==> src/rtl/cplt_pkg.sv <==
// Shared types, constants and command codes for the piecewise-linear tracker.
package cplt_pkg;

    localparam int HeapDepth = 1024;
    localparam int IdxW      = $clog2(HeapDepth);
    localparam int CntW      = $clog2(HeapDepth + 1);
    localparam int PtW       = 48;
    localparam int ValW      = 64;
    localparam int OpW       = 32;

    localparam logic [2:0] FUNC_ADD_R   = 3'd0;
    localparam logic [2:0] FUNC_ADD_L   = 3'd1;
    localparam logic [2:0] FUNC_ADD_ABS = 3'd2;
    localparam logic [2:0] FUNC_PREFIX  = 3'd3;
    localparam logic [2:0] FUNC_SUFFIX  = 3'd4;
    localparam logic [2:0] FUNC_SLIDE   = 3'd5;
    localparam logic [2:0] FUNC_SHIFT   = 3'd6;
    localparam logic [2:0] FUNC_EVAL    = 3'd7;

    // Datapath commands issued by the controller.
    localparam logic [3:0] CMD_NONE      = 4'd0;
    localparam logic [3:0] CMD_LOAD      = 4'd1;  // latch request fields
    localparam logic [3:0] CMD_RD_TOP    = 4'd2;  // read top of the other heap
    localparam logic [3:0] CMD_PIECE     = 4'd3;  // min update, decide replace
    localparam logic [3:0] CMD_RD_KIDS   = 4'd4;  // read children of cursor
    localparam logic [3:0] CMD_SIFT_DN   = 4'd5;  // compare children, swap
    localparam logic [3:0] CMD_PUSH_INIT = 4'd6;  // write new leaf
    localparam logic [3:0] CMD_RD_PAR    = 4'd7;  // read parent of cursor
    localparam logic [3:0] CMD_SIFT_UP   = 4'd8;  // compare parent, swap
    localparam logic [3:0] CMD_EV_INIT   = 4'd9;
    localparam logic [3:0] CMD_EV_STEP   = 4'd10;
    localparam logic [3:0] CMD_MISC      = 4'd11; // clear, slide, shift
    localparam logic [3:0] CMD_RD_TOPS   = 4'd12; // read both tops for result
    localparam logic [3:0] CMD_RESULT    = 4'd13;

    typedef struct packed {
        logic [3:0] cmd;
        logic       side;   // 0 works on left heap, 1 on right heap
    } cplt_ctrl_t;

    typedef struct packed {
        logic replace;      // piece step moved the top
        logic down_done;    // sift-down finished
        logic up_done;      // sift-up finished
        logic ev_done;      // evaluation walk finished
        logic lfull;
        logic rfull;
        logic rempty_side;  // selected other heap is empty
    } cplt_stat_t;

endpackage

==> src/rtl/cplt_ctrl.sv <==
// Controller state machine sequencing heap and evaluation steps.
module cplt_ctrl (
    input  logic                clk,
    input  logic                rst_n,
    input  logic                req_valid,
    input  logic [2:0]          req_func,
    output logic                req_ready,
    output logic                rsp_valid,
    input  logic                rsp_ready,
    output cplt_pkg::cplt_ctrl_t ctrl,
    input  cplt_pkg::cplt_stat_t stat
);
    import cplt_pkg::*;

    localparam logic [3:0] S_IDLE   = 4'd0;
    localparam logic [3:0] S_DISP   = 4'd1;
    localparam logic [3:0] S_RDTOP  = 4'd2;
    localparam logic [3:0] S_PIECE  = 4'd3;
    localparam logic [3:0] S_RDKID  = 4'd4;
    localparam logic [3:0] S_SDOWN  = 4'd5;
    localparam logic [3:0] S_PUSH   = 4'd6;
    localparam logic [3:0] S_RDPAR  = 4'd7;
    localparam logic [3:0] S_SUP    = 4'd8;
    localparam logic [3:0] S_EVINIT = 4'd9;
    localparam logic [3:0] S_EVSTEP = 4'd10;
    localparam logic [3:0] S_RDTOPS = 4'd11;
    localparam logic [3:0] S_RES    = 4'd12;
    localparam logic [3:0] S_OUT    = 4'd13;

    logic [3:0] state_reg, state_next;
    logic [2:0] func_reg, func_next;
    logic       side_reg, side_next;   // heap being pushed into
    logic       second_reg, second_next; // abs: second piece pending
    logic       err_reg, err_next;

    always_ff @(posedge clk or negedge rst_n)
    begin
        if (!rst_n)
        begin
            state_reg  <= S_IDLE;
            func_reg   <= FUNC_ADD_R;
            side_reg   <= 1'b0;
            second_reg <= 1'b0;
            err_reg    <= 1'b0;
        end
        else
        begin
            state_reg  <= state_next;
            func_reg   <= func_next;
            side_reg   <= side_next;
            second_reg <= second_next;
            err_reg    <= err_next;
        end
    end

    assign req_ready = (state_reg == S_IDLE);
    assign rsp_valid = (state_reg == S_OUT);

    always_comb
    begin
        state_next  = state_reg;
        func_next   = func_reg;
        side_next   = side_reg;
        second_next = second_reg;
        err_next    = err_reg;
        ctrl.cmd    = CMD_NONE;
        ctrl.side   = side_reg;
        unique case (state_reg)
            S_IDLE:
            begin
                if (req_valid)
                begin
                    ctrl.cmd   = CMD_LOAD;
                    func_next  = req_func;
                    state_next = S_DISP;
                end
            end
            S_DISP:
            begin
                err_next    = 1'b0;
                second_next = 1'b0;
                priority case (func_reg)
                    FUNC_ADD_R:
                    begin
                        side_next = 1'b1;
                        if (stat.rfull)
                        begin
                            err_next   = 1'b1;
                            state_next = S_RDTOPS;
                        end
                        else
                            state_next = S_RDTOP;
                    end
                    FUNC_ADD_L:
                    begin
                        side_next = 1'b0;
                        if (stat.lfull)
                        begin
                            err_next   = 1'b1;
                            state_next = S_RDTOPS;
                        end
                        else
                            state_next = S_RDTOP;
                    end
                    FUNC_ADD_ABS:
                    begin
                        side_next = 1'b1;
                        if (stat.lfull || stat.rfull)
                        begin
                            err_next   = 1'b1;
                            state_next = S_RDTOPS;
                        end
                        else
                        begin
                            second_next = 1'b1;
                            state_next  = S_RDTOP;
                        end
                    end
                    FUNC_EVAL:
                        state_next = S_EVINIT;
                    default:
                    begin
                        ctrl.cmd   = CMD_MISC;
                        state_next = S_RDTOPS;
                    end
                endcase
            end
            S_RDTOP:
            begin
                ctrl.cmd   = CMD_RD_TOP;
                state_next = S_PIECE;
            end
            S_PIECE:
            begin
                ctrl.cmd   = CMD_PIECE;
                state_next = stat.replace ? S_RDKID : S_PUSH;
            end
            S_RDKID:
            begin
                ctrl.cmd   = CMD_RD_KIDS;
                ctrl.side  = ~side_reg;
                state_next = S_SDOWN;
            end
            S_SDOWN:
            begin
                ctrl.cmd   = CMD_SIFT_DN;
                ctrl.side  = ~side_reg;
                state_next = stat.down_done ? S_PUSH : S_RDKID;
            end
            S_PUSH:
            begin
                ctrl.cmd   = CMD_PUSH_INIT;
                state_next = S_RDPAR;
            end
            S_RDPAR:
            begin
                ctrl.cmd   = CMD_RD_PAR;
                state_next = S_SUP;
            end
            S_SUP:
            begin
                ctrl.cmd   = CMD_SIFT_UP;
                state_next = S_RDPAR;
                if (stat.up_done)
                begin
                    state_next = S_RDTOPS;
                    if (second_reg)
                    begin
                        second_next = 1'b0;
                        side_next   = 1'b0;
                        state_next  = S_RDTOP;
                    end
                end
            end
            S_EVINIT:
            begin
                ctrl.cmd   = CMD_EV_INIT;
                state_next = S_EVSTEP;
            end
            S_EVSTEP:
            begin
                ctrl.cmd = CMD_EV_STEP;
                if (stat.ev_done)
                    state_next = S_RDTOPS;
            end
            S_RDTOPS:
            begin
                ctrl.cmd   = CMD_RD_TOPS;
                state_next = S_RES;
            end
            S_RES:
            begin
                ctrl.cmd   = CMD_RESULT;
                ctrl.side  = err_reg;
                state_next = S_OUT;
            end
            S_OUT:
            begin
                if (rsp_ready)
                    state_next = S_IDLE;
            end
            default:
                state_next = S_IDLE;
        endcase
    end

    assert property (@(posedge clk) disable iff (!rst_n)
        (req_valid && req_ready) |=> (state_reg == S_DISP))
        else $error("accepted request did not reach dispatch");
    assert property (@(posedge clk) disable iff (!rst_n)
        !(req_ready && rsp_valid))
        else $error("request and result sides open together");
    assert property (@(posedge clk) disable iff (!rst_n)
        (rsp_valid && !rsp_ready) |=> rsp_valid)
        else $error("result dropped while stalled");
endmodule

==> config.mk <==
export PLATFORM = sky130hd
export DESIGN_NAME = cplt_ctrl
export DESIGN_NICKNAME = d
export VERILOG_FILES = /design/src/rtl/cplt_pkg.sv /design/src/rtl/cplt_ctrl.sv
export SDC_FILE = /design/constraint.sdc
export NUM_CORES = 1
export LEC_CHECK = 0
export BUFFER_PORTS_ARGS = -buffer_cell sky130_fd_sc_hd__buf_2
export CAP_MARGIN = 20
export CORE_MARGIN = 1
export CORE_UTILIZATION = 40
export DETAILED_ROUTE_END_ITERATION = 8
export GPL_TIMING_DRIVEN = 0
export PLACE_DENSITY = 0.74
export SLEW_MARGIN = 0
export SYNTH_ARGS = -nofsm -noshare
export SYNTH_HDL_FRONTEND = slang
export SYNTH_SLANG_ARGS = --single-unit
==> constraint.sdc <==
create_clock -name clk -period 1.72 [get_ports clk]
set_clock_uncertainty 0.15 [all_clocks]
set_input_delay 0.258 -clock clk [delete_from_list [all_inputs] [get_ports clk]]
set_output_delay 0.258 -clock clk [all_outputs]
set_load 0.02 [all_outputs]
==> key figures, run 1 <==
Logic synthesis
  • Mapped cell area: between 800 and 900 sq um
  • Primary FF master, synth: dfrtp_1
  • Dominant cell type by area after synthesis: dfrtp_1
  • Syn_area_per_cell: 8.02 sq um
  • Share of flip-flops with an asynchronous set or reset: 1.00
  • Post-synth EDFFs: 0
  • Post-synth top area share: 0.309
  • Net Count, Synth: roughly 120
  • Cells after Synth: around 100
  • Top post-synthesis cells by area: dfrtp_1 (31%), nand2_1 (6.0%), a21oi_1 (5.6%)
  • Register bit total from synthesis: 10
  • Sequential area share after synthesis: 0.309
  • Most frequent cells after synthesis: nand2_1 (13), dfrtp_1 (10), a21oi_1 (9)
  • Distinct cell type count after synthesis: 37
  • Count leader, synth: nand2_1
  • Ys Warns: 0

Layout
  • Number of nets in the layout: 159
  • Layout area overhead: 64.6%
  • Fraction of layout cells with a size suffix above 1: 0.559
  • Layout fillers: around 130
  • Ant diodes: 0
  • Final core occ: 0.740
  • Number of flip-flops under the largest register name: 4

Power and ir drop
  • Max IR drop VDD: between 0.001 and 0.0015 V
  • Pwr dens: 2240 nW/um^2
  • Leak: about 0.00060 uW

Route
  • Final Routed Wirelength: 2.57 mm
  • WL/cell: roughly 15 microns
  • Pre-antenna DRT Iters: 4
  • Vias post-DR: slightly below 1k
  • Post-route ant nets: 0
  • Via/cell ratio: just under 6
  • DRC: 0
  • DRT iter0 DRCs: 24

Global routing
  • First-pass GRT wire length: approximately 4 mm
  • Total track usage: 0.260
  • Initial antenna violation count: 0
  • Largest net degree at the start of global routing: 11
  • Gr ovfl total: 0
  • Number of global-route vias before repair: roughly 940

Timing
  • Slew Limit Fails: 0
  • Hold_ws: about 74 ps
  • Final setup margin: -106 ps
  • Rel. slew slack: 0.689
  • Period minus WS final: 1830 ps
  • Period utilization: 1.06
  • RSZ-0062 raised after global routing: yes
  • Count of final hold-check violations: 0
  • Max Freq: 548 MHz
  • Setup TNS: -600 ps
  • Final Setup Violations: 10
  • Worst Tran Pin Value: roughly 460 ps

Clock tree
  • CTS sink cnt: 10
  • Clock transition at path regs: around 70 ps
  • Root Driver: clkbuf_4
  • CTS max path bufs: 2
  • H-tree depth: 1
  • CTS Buf Count: 3
  • TritonCTS clock tree: done
  • Clk Latency, worst-skew pair: ~260 ps

Setup path
  • WP data required: roughly 1700 ps
  • Critical path type: reg -> reg
  • FF-to-FF Start: state_reg[2]$_DFFE_PN0P_
  • Crit path DAT: 1830 ps
  • Worst-path fanout max: 4
  • Worst Setup Start Kind: flip-flop
  • Crit. End Element: flip-flop
  • CP startpoint: state_reg[2]$_DFFE_PN0P_

Die
  • Die width: 47.0 microns
  • Core area: between 1500 and 2000 sq um
  • Row count: 15
  • Starting Density: 0.449
  • Die H: about 47 microns
  • Num ports: 21
  • Die area: 2210 sq um

Placement
  • Port bufs: 19
  • Routability Congestion: 0.914
  • Detail Placement HPWL: 1.51 mm

Status
  • Status: complete, but fails checks
  • Failing checks: negative setup slack

Min path
  • Worst hold path class: in -> reg
  • Min-delay src: req_func[0]

Run
  • Max-cap violations: 0
## final timing paths
path	to	slack (ps)	cells after the start
setup / recovery	state_reg[0]$_DFFE_PN0P_	-110	5
hold / removal	func_reg[0]$_DFFE_PN0P_	70	2
setup reg to reg	state_reg[0]$_DFFE_PN0P_	-110	5
hold reg to reg	err_reg$_DFFE_PN0N_	360	2
max in group asynchronous	func_reg[2]$_DFFE_PN0P_	950	2
min in group asynchronous	state_reg[3]$_DFFE_PN0P_	250	2
## final cells by class
| cell class | instances | area, sq um | share of cell area |
|---|---|---|---|
| clock buffers | 3 | 22.5 | 0.0169 |
| inverters | 3 | 16.3 | 0.0122 |
| plain buffers | 6 | 85.1 | 0.0638 |
| repair buffers | 44 | 325 | 0.244 |
| multi-input cells | 77 | 597 | 0.448 |
| flip-flops and latches | 10 | 255 | 0.192 |
| well taps | 25 | 31.3 | 0.0235 |
## routing by layer
| metal | routed length (microns) | track usage |
|---|---|---|
| met5 | 0 | 0 |
| met4 | 12 | 0.126 |
| met3 | 119 | 0.0385 |
| met2 | 1370 | 0.431 |
| met1 | 1070 | 0.331 |
## where the power goes
part | internal [uW] | switching, uW | leakage, uW
logic | 1220 | 1120 | 0.000467
registers | 360 | 127 | 0.000118
clock network | 80.8 | 80.3 | 0.0000138
total | 1660 | 1320 | 0.000599
## repair_timing
action	in CTS	in global routing
endpoints found under the hold margin	10	0
setup buffers	20	4
cloned	0	0
hold buffers	1	0
pin swaps	12	11
endpoints found under the setup margin	13	15
gates resized for setup	48	14
## critical path: stages, from the launching register on
cell and delay (ps):
dfrtp_1 410, buf_6 130, or4b_4 550, a311oi_4 250, a21oi_1 80, o32ai_1 140
## kinds of logic (layout without fill, tap and decap cells)
logic type                count (synthesis)  count (layout)  synth area share
and+or+nand+nor                          35              35             0.236
xor gates and xnor gates                  1               1            0.0108
AOI/OAI and AO/OA                        38              38             0.322
DFF                                      10              10             0.309
muxes                                     3               3            0.0417
buffers and inverters                    14              56            0.0804
## layout by cell type (no fill, tap or decap), types with 2 or more instances in the layout
cell type   n
nand2_2     2
a31oi_1     3
clkbuf_4    4
nor2_1      4
o21ai_1     3
o211ai_1    3
or2_4       2
dfrtp_1     6
buf_8       2
dfrtp_2     4
buf_4      25
a21oi_1     8
buf_2      12
buf_6       8
inv_1       2
nand2_1    10
nand2b_1    5
o21ai_2     2
o32ai_1     2
mux2_2      2
o31ai_1     2
## through the flow
step	setup WS, ps	total power [uW]	area [sq um]	std cells
global route	-167	3160	1330	168
global placement	-184	1860	951	145
floorplan	-99.5	1540	825	101
CTS	-93.0	2680	1240	165
detailed placement	-198	1880	951	145
finish	-106	2980	1330	168
(Power assumes the default switching activity.)
==> inputs of run 2 (changes only) <==
REMOVE_ABC_BUFFERS = 1   (was default)
==> run 2 against run 1 <==
Compared with the run above: cell area decreased by 10%; utilization fell by 7.5 points; sequential share of layout area rose by 2.5 points; critical path type unchanged; largest cell class unchanged; first-iteration DRC count is 42% higher; critical path depth unchanged; the flow still finishes with violations (negative setup slack); count of clock-buffer cells in the layout rose by 1; worst hold slack got worse by 3.9 ps; non-clock buffer count shrank 9; clock power grew 32%; largest power group unchanged.
==> key figures, run 2 (same netlist as run 1, synthesis figures left out) <==
Timing
  • RSZ-0062 raised after global routing: yes
  • Slew Limit Fails: 0
  • Count of final hold-check violations: 0
  • Max Freq: ~530 MHz
  • Final Setup Violations: 11
  • Worst Tran Pin Value: 475 ps
  • Period utilization: 1.11
  • Final setup margin: -183 ps
  • Period minus WS final: around 1900 ps
  • Rel. slew slack: 0.680

Route
  • Post-route ant nets: 0
  • Vias post-DR: just over 900
  • DRC: 0
  • Final Routed Wirelength: between 2 and 3 mm
  • DRT iter0 DRCs: 34
  • Via/cell ratio: between 5 and 6
  • Pre-antenna DRT Iters: 4
  • WL/cell: roughly 16 microns

Setup path
  • Cells on worst reg2reg path: 5
  • WP data required: about 1700 ps
  • Crit path DAT: roughly 1900 ps
  • Worst-path fanout max: 6
  • Critical path, cell by cell: buf_6 > or4b_4 > a311oi_4 > a21oi_1 > o311ai_0
  • Worst path slowest cell: or4b_4
  • Worst Setup Start Kind: flip-flop
  • CP Buf/Inv Count: 1
  • R2R setup slack: -180 ps
  • Critical path type: reg -> reg
  • FF-to-FF Start: state_reg[3]$_DFFE_PN0P_
  • CP startpoint: state_reg[3]$_DFFE_PN0P_
  • Crit. path cell count: 5
  • CP peak stage delay: approximately 520 ps
  • Critical path capture point: state_reg[3]$_DFFE_PN0P_
  • Top delay family on crit path: simple AND/OR/NAND/NOR gates
  • Crit. End Element: flip-flop
  • R2r endpoint: state_reg[3]$_DFFE_PN0P_

Global routing
  • Total track usage: 0.237
  • Gr ovfl total: 0
  • Number of global-route vias before repair: 798
  • Initial antenna violation count: 0
  • First-pass GRT wire length: around 3.6 mm
  • Largest net degree at the start of global routing: 13

Clock tree
  • Clock transition at path regs: about 70 ps
  • Root Driver: clkbuf_4
  • TritonCTS clock tree: done
  • CTS sink cnt: 10
  • H-tree depth: 1
  • Clk Latency, worst-skew pair: between 200 and 300 ps
  • CTS max path bufs: 2
  • CTS Buf Count: 3

Power and ir drop
  • Clock Power Share: 0.079
  • Max IR drop VDD: approximately 0.0013 V
  • Internal: between 1000 and 1500 uW
  • Net Sw Frac: 0.459
  • P_sw: 1230 uW
  • Sequential share of power: 0.202
  • Leak: 0.000530 uW
  • Pwr dens: roughly 2200 nW/um^2
  • Combinational share of power: 0.719

Layout
  • Most common cell after layout, fill and taps aside: buf_4
  • Number of nets in the layout: 150
  • Final core occ: 0.665
  • Number of flip-flops under the largest register name: 4
  • Ant diodes: 0
  • Fraction of layout cells with a size suffix above 1: 0.533
  • Layout area overhead: 47.9%
  • Most frequent cells in the layout: buf_4 (21), buf_2 (14), nand2_1 (11), a21oi_1 (9), dfrtp_2 (7)

Die
  • Die width: 47.0 microns
  • Num ports: 21
  • Core area: 1800 sq um
  • Row count: 15
  • Die area: 2210 sq um
  • Starting Density: 0.449
  • Die H: roughly 47 microns

Status
  • Failing checks: negative setup slack
  • Status: complete, but fails checks

Placement
  • Detail Placement HPWL: 1.27 mm
  • Routability Congestion: between 0.8 and 0.9
  • Place WS: -308 ps
  • Port bufs: 19

Min path
  • Worst hold path class: in -> reg

Run
  • Max-cap violations: 0
==> run 2: changes by cell type in the layout (fill, tap and decap cells not counted), sizes merged <==
cell,previous run,this run
buf,47,40
clkbuf,5,4
==> run 2: through the flow <==
step | std cells | instance area, sq um | TNS, ps | hold WS [ps] | power [uW]
floorplan | 90 | 756 | -798 | -188 | 1390
global placement | 134 | 882 | -1880 | -20.9 | 1670
detailed placement | 134 | 882 | -2010 | -17.1 | 1690
CTS | 157 | 1110 | -676 | 58.2 | 2360
global route | 160 | 1200 | -1600 | 61.4 | 2850
finish | 160 | 1200 | -1210 | 70.2 | 2670
==> run 2: layout make-up <==
class	count	area [sq um]
multi-input combinational	77	563
fill	145	604
inverter	3	13.8
sequential	10	259
timing repair buffer	41	294
clock buffer	4	36.3
tap	25	31.3
==> run 2: routing by layer <==
layer	GRT usage	part of all wire
met1	0.313	0.47
met4	0.131	0.0099
met5	0	0
met3	0.0538	0.050
met2	0.358	0.47
==> run 2: how the worst min path moves through the flow <==
stage                startpoint                  endpoint  slack, ps  depth (start not counted)
floorplan                 rst_n       err_reg$_DFFE_PN0N_       -190                          0
global placement          rst_n  state_reg[3]$_DFFE_PN0P_        -20                          1
detailed placement        rst_n    second_reg$_DFFE_PN0P_        -20                          1
CTS                 req_func[1]   func_reg[1]$_DFFE_PN0P_         60                          2
global route        req_func[1]   func_reg[1]$_DFFE_PN0P_         60                          2
finish              req_func[2]   func_reg[2]$_DFFE_PN0P_         70                          2
==> run 2: repair_timing <==
item | 4_1_cts | 5_1_grt
setup endpoints to repair | 16 | 13
setup buffers | 18 | 3
endpoints found under the hold margin | 10 | 0
pin swaps | 8 | 3
resized for setup | 21 | 17
hold buffers | 1 | 0
==> run 2: power by group through the flow <==
stage                     logic (uW)  registers, uW  clock network, uW
after detailed placement        1030            660                  0
after global placement          1020            654                  0
final                           1920            539                212
after global routing            2060            553                229
after floorplan                  812            581                  0
after CTS                       1620            518                223
==> inputs of run 3 (changes only) <==
CORE_UTILIZATION = 30   (was 40)
PLACE_DENSITY = 0.6   (was 0.74)
SETUP_SLACK_MARGIN = 0.3   (was default)
==> run 3 against run 2 <==
Compared with the run above: the run still ends with negative setup slack left; worst hold slack worse by 11 ps; critical path type is now reg -> out; total power is 20% higher; largest cell class unchanged; clock power increased by 4%; largest power group unchanged.
==> key figures, run 3 (same netlist as run 1, synthesis figures left out) <==
Power and ir drop
  • Net Sw Frac: 0.439
  • Clock Power Share: 0.069
  • Max IR drop VDD: 0.00121 V
  • Pwr dens: approximately 2300 nW/um^2
  • Internal: between 1500 and 2000 uW
  • Sequential share of power: 0.166
  • Combinational share of power: 0.765
  • P_sw: about 1400 uW
  • Leak: between 0.0006 and 0.0007 uW
  • Pwr Total: 3190 uW

Timing
  • Slew Limit Fails: 0
  • Count of final hold-check violations: 0
  • Worst Tran Pin Value: 458 ps
  • Setup TNS: -930 ps
  • Hold_ws: around 59 ps
  • Period utilization: 1.12
  • Rel. slew slack: 0.692
  • Final setup margin: -206 ps
  • Max Freq: a little over 500 MHz
  • Period minus WS final: slightly below 2000 ps
  • RSZ-0062 raised after global routing: yes
  • Final Setup Violations: 10

Layout
  • Layout fillers: roughly 220
  • Layout area overhead: 72.2%
  • Ant diodes: 0
  • Most common cell after layout, fill and taps aside: buf_4
  • Number of flip-flops under the largest register name: 4
  • Fraction of layout cells with a size suffix above 1: 0.622
  • Most frequent cells in the layout: buf_4 (26), buf_6 (14), buf_2 (13), nand2_1 (10), dfrtp_2 (7)
  • Finished Layout Cells: between 150 and 200
  • Number of nets in the layout: 163

Route
  • Final Routed Wirelength: around 2.8 mm
  • DRC: 0
  • Vias post-DR: ~990
  • Via/cell ratio: 5.58
  • Pre-antenna DRT Iters: 5
  • Post-route ant nets: 0
  • WL/cell: 16.0 microns
  • DRT iter0 DRCs: 34

Setup path
  • Crit path DAT: approximately 1500 ps
  • Worst-path fanout max: 6
  • CP peak stage delay: about 460 ps
  • Critical path, cell by cell: inv_2 > nand2_1 > o211ai_1 > o221ai_1 > buf_4
  • Critical path type: reg -> out
  • Worst Setup Start Kind: flip-flop
  • Crit. End Element: output pin
  • WP data required: ~1300 ps
  • Worst path slowest cell: dfrtp_2

Die
  • Starting Density: 0.321
  • Core area: around 2500 sq um
  • Die H: around 54 microns
  • Die area: 2910 sq um
  • Row count: 18
  • Die width: around 54 microns
  • Num ports: 21

Placement
  • Detail Placement HPWL: about 1.4 mm
  • Port bufs: 19
  • Routability Congestion: slightly below 0.9
  • Dpl cells: about 140

Global routing
  • Initial antenna violation count: 0
  • Total track usage: 0.207
  • Gr ovfl total: 0
  • First-pass GRT wire length: roughly 4.2 mm
  • Largest net degree at the start of global routing: 13
  • Number of global-route vias before repair: about 940

Clock tree
  • Clock transition at path regs: roughly 70 ps
  • TritonCTS clock tree: done
  • Clk Latency, worst-skew pair: between 200 and 300 ps
  • CTS Buf Count: 3
  • Root Driver: clkbuf_4
  • H-tree depth: 1
  • CTS sink cnt: 10
  • CTS max path bufs: 2

Run
  • Max-cap violations: 0

Status
  • Failing checks: negative setup slack
  • Status: complete, but fails checks

Min path
  • Worst hold path class: in -> reg
-- run 3: final cells by class --
| cell class | count | area, sq um | area share |
|---|---|---|---|
| multi-input cells | 77 | 622 | 0.446 |
| repair buffers | 54 | 428 | 0.307 |
| flip-flops and latches | 10 | 259 | 0.186 |
| well taps | 30 | 37.5 | 0.0269 |
| clock buffers | 4 | 36.3 | 0.0260 |
| inverters | 3 | 11.3 | 0.00808 |
-- run 3: what timing repair did --
item,4_1_cts,5_1_grt
resized for setup,43,17
buffers inserted,26,8
hold buffers,1,0
setup endpoints to repair,17,17
endpoints found under the hold margin,10,0
pin swaps,11,4
-- run 3: final timing paths --
path / startpoint / end / slack, ps / depth (start not counted)
hold reg to reg: err_reg$_DFFE_PN0N_ / err_reg$_DFFE_PN0N_ / 370 / 2
setup reg to reg: state_reg[3]$_DFFE_PN0P_ / state_reg[0]$_DFFE_PN0P_ / -120 / 5
min in group asynchronous: rst_n / second_reg$_DFFE_PN0P_ / 220 / 2
hold / removal: req_func[0] / func_reg[0]$_DFFE_PN0P_ / 60 / 2
setup / recovery: state_reg[3]$_DFFE_PN0P_ / ctrl[1] / -210 / 5
max in group asynchronous: rst_n / func_reg[1]$_DFFE_PN0P_ / 980 / 2
-- run 3: metal layers --
metal	up-vias	global-route usage	wire length, microns
li1	469	-	-
met1	484	0.261	1190
met2	33	0.360	1470
met3	7	0.0424	124
met4	0	0.0439	56
met5	-	0	0
-- run 3: per-stage QoR --
step	instance area, sq um	utilization	setup WS, ps
after detailed placement	888	0.352	-351
after CTS	1250	0.497	-113
final	1390	0.553	-206
after global routing	1390	0.553	-253
after floorplan	756	-	-107
after global placement	888	0.352	-341
-- run 3: power groups by stage --
| stage | combinational, uW | sequential [uW] | clock [uW] |
|---|---|---|---|
| floorplan | 812 | 581 | 0 |
| CTS | 1990 | 520 | 217 |
| detailed placement | 1050 | 664 | 0 |
| finish | 2440 | 529 | 221 |
| global route | 2590 | 547 | 236 |
| global placement | 1030 | 665 | 0 |
-- run 3: critical path: cells and delay by family, from the launching register on --
family | cells | cell delay (ps)
DFF | 1 | 460
AOI/OAI and AO/OA | 2 | 390
buffers and inverters | 2 | 310
and+or+nand+nor | 1 | 90
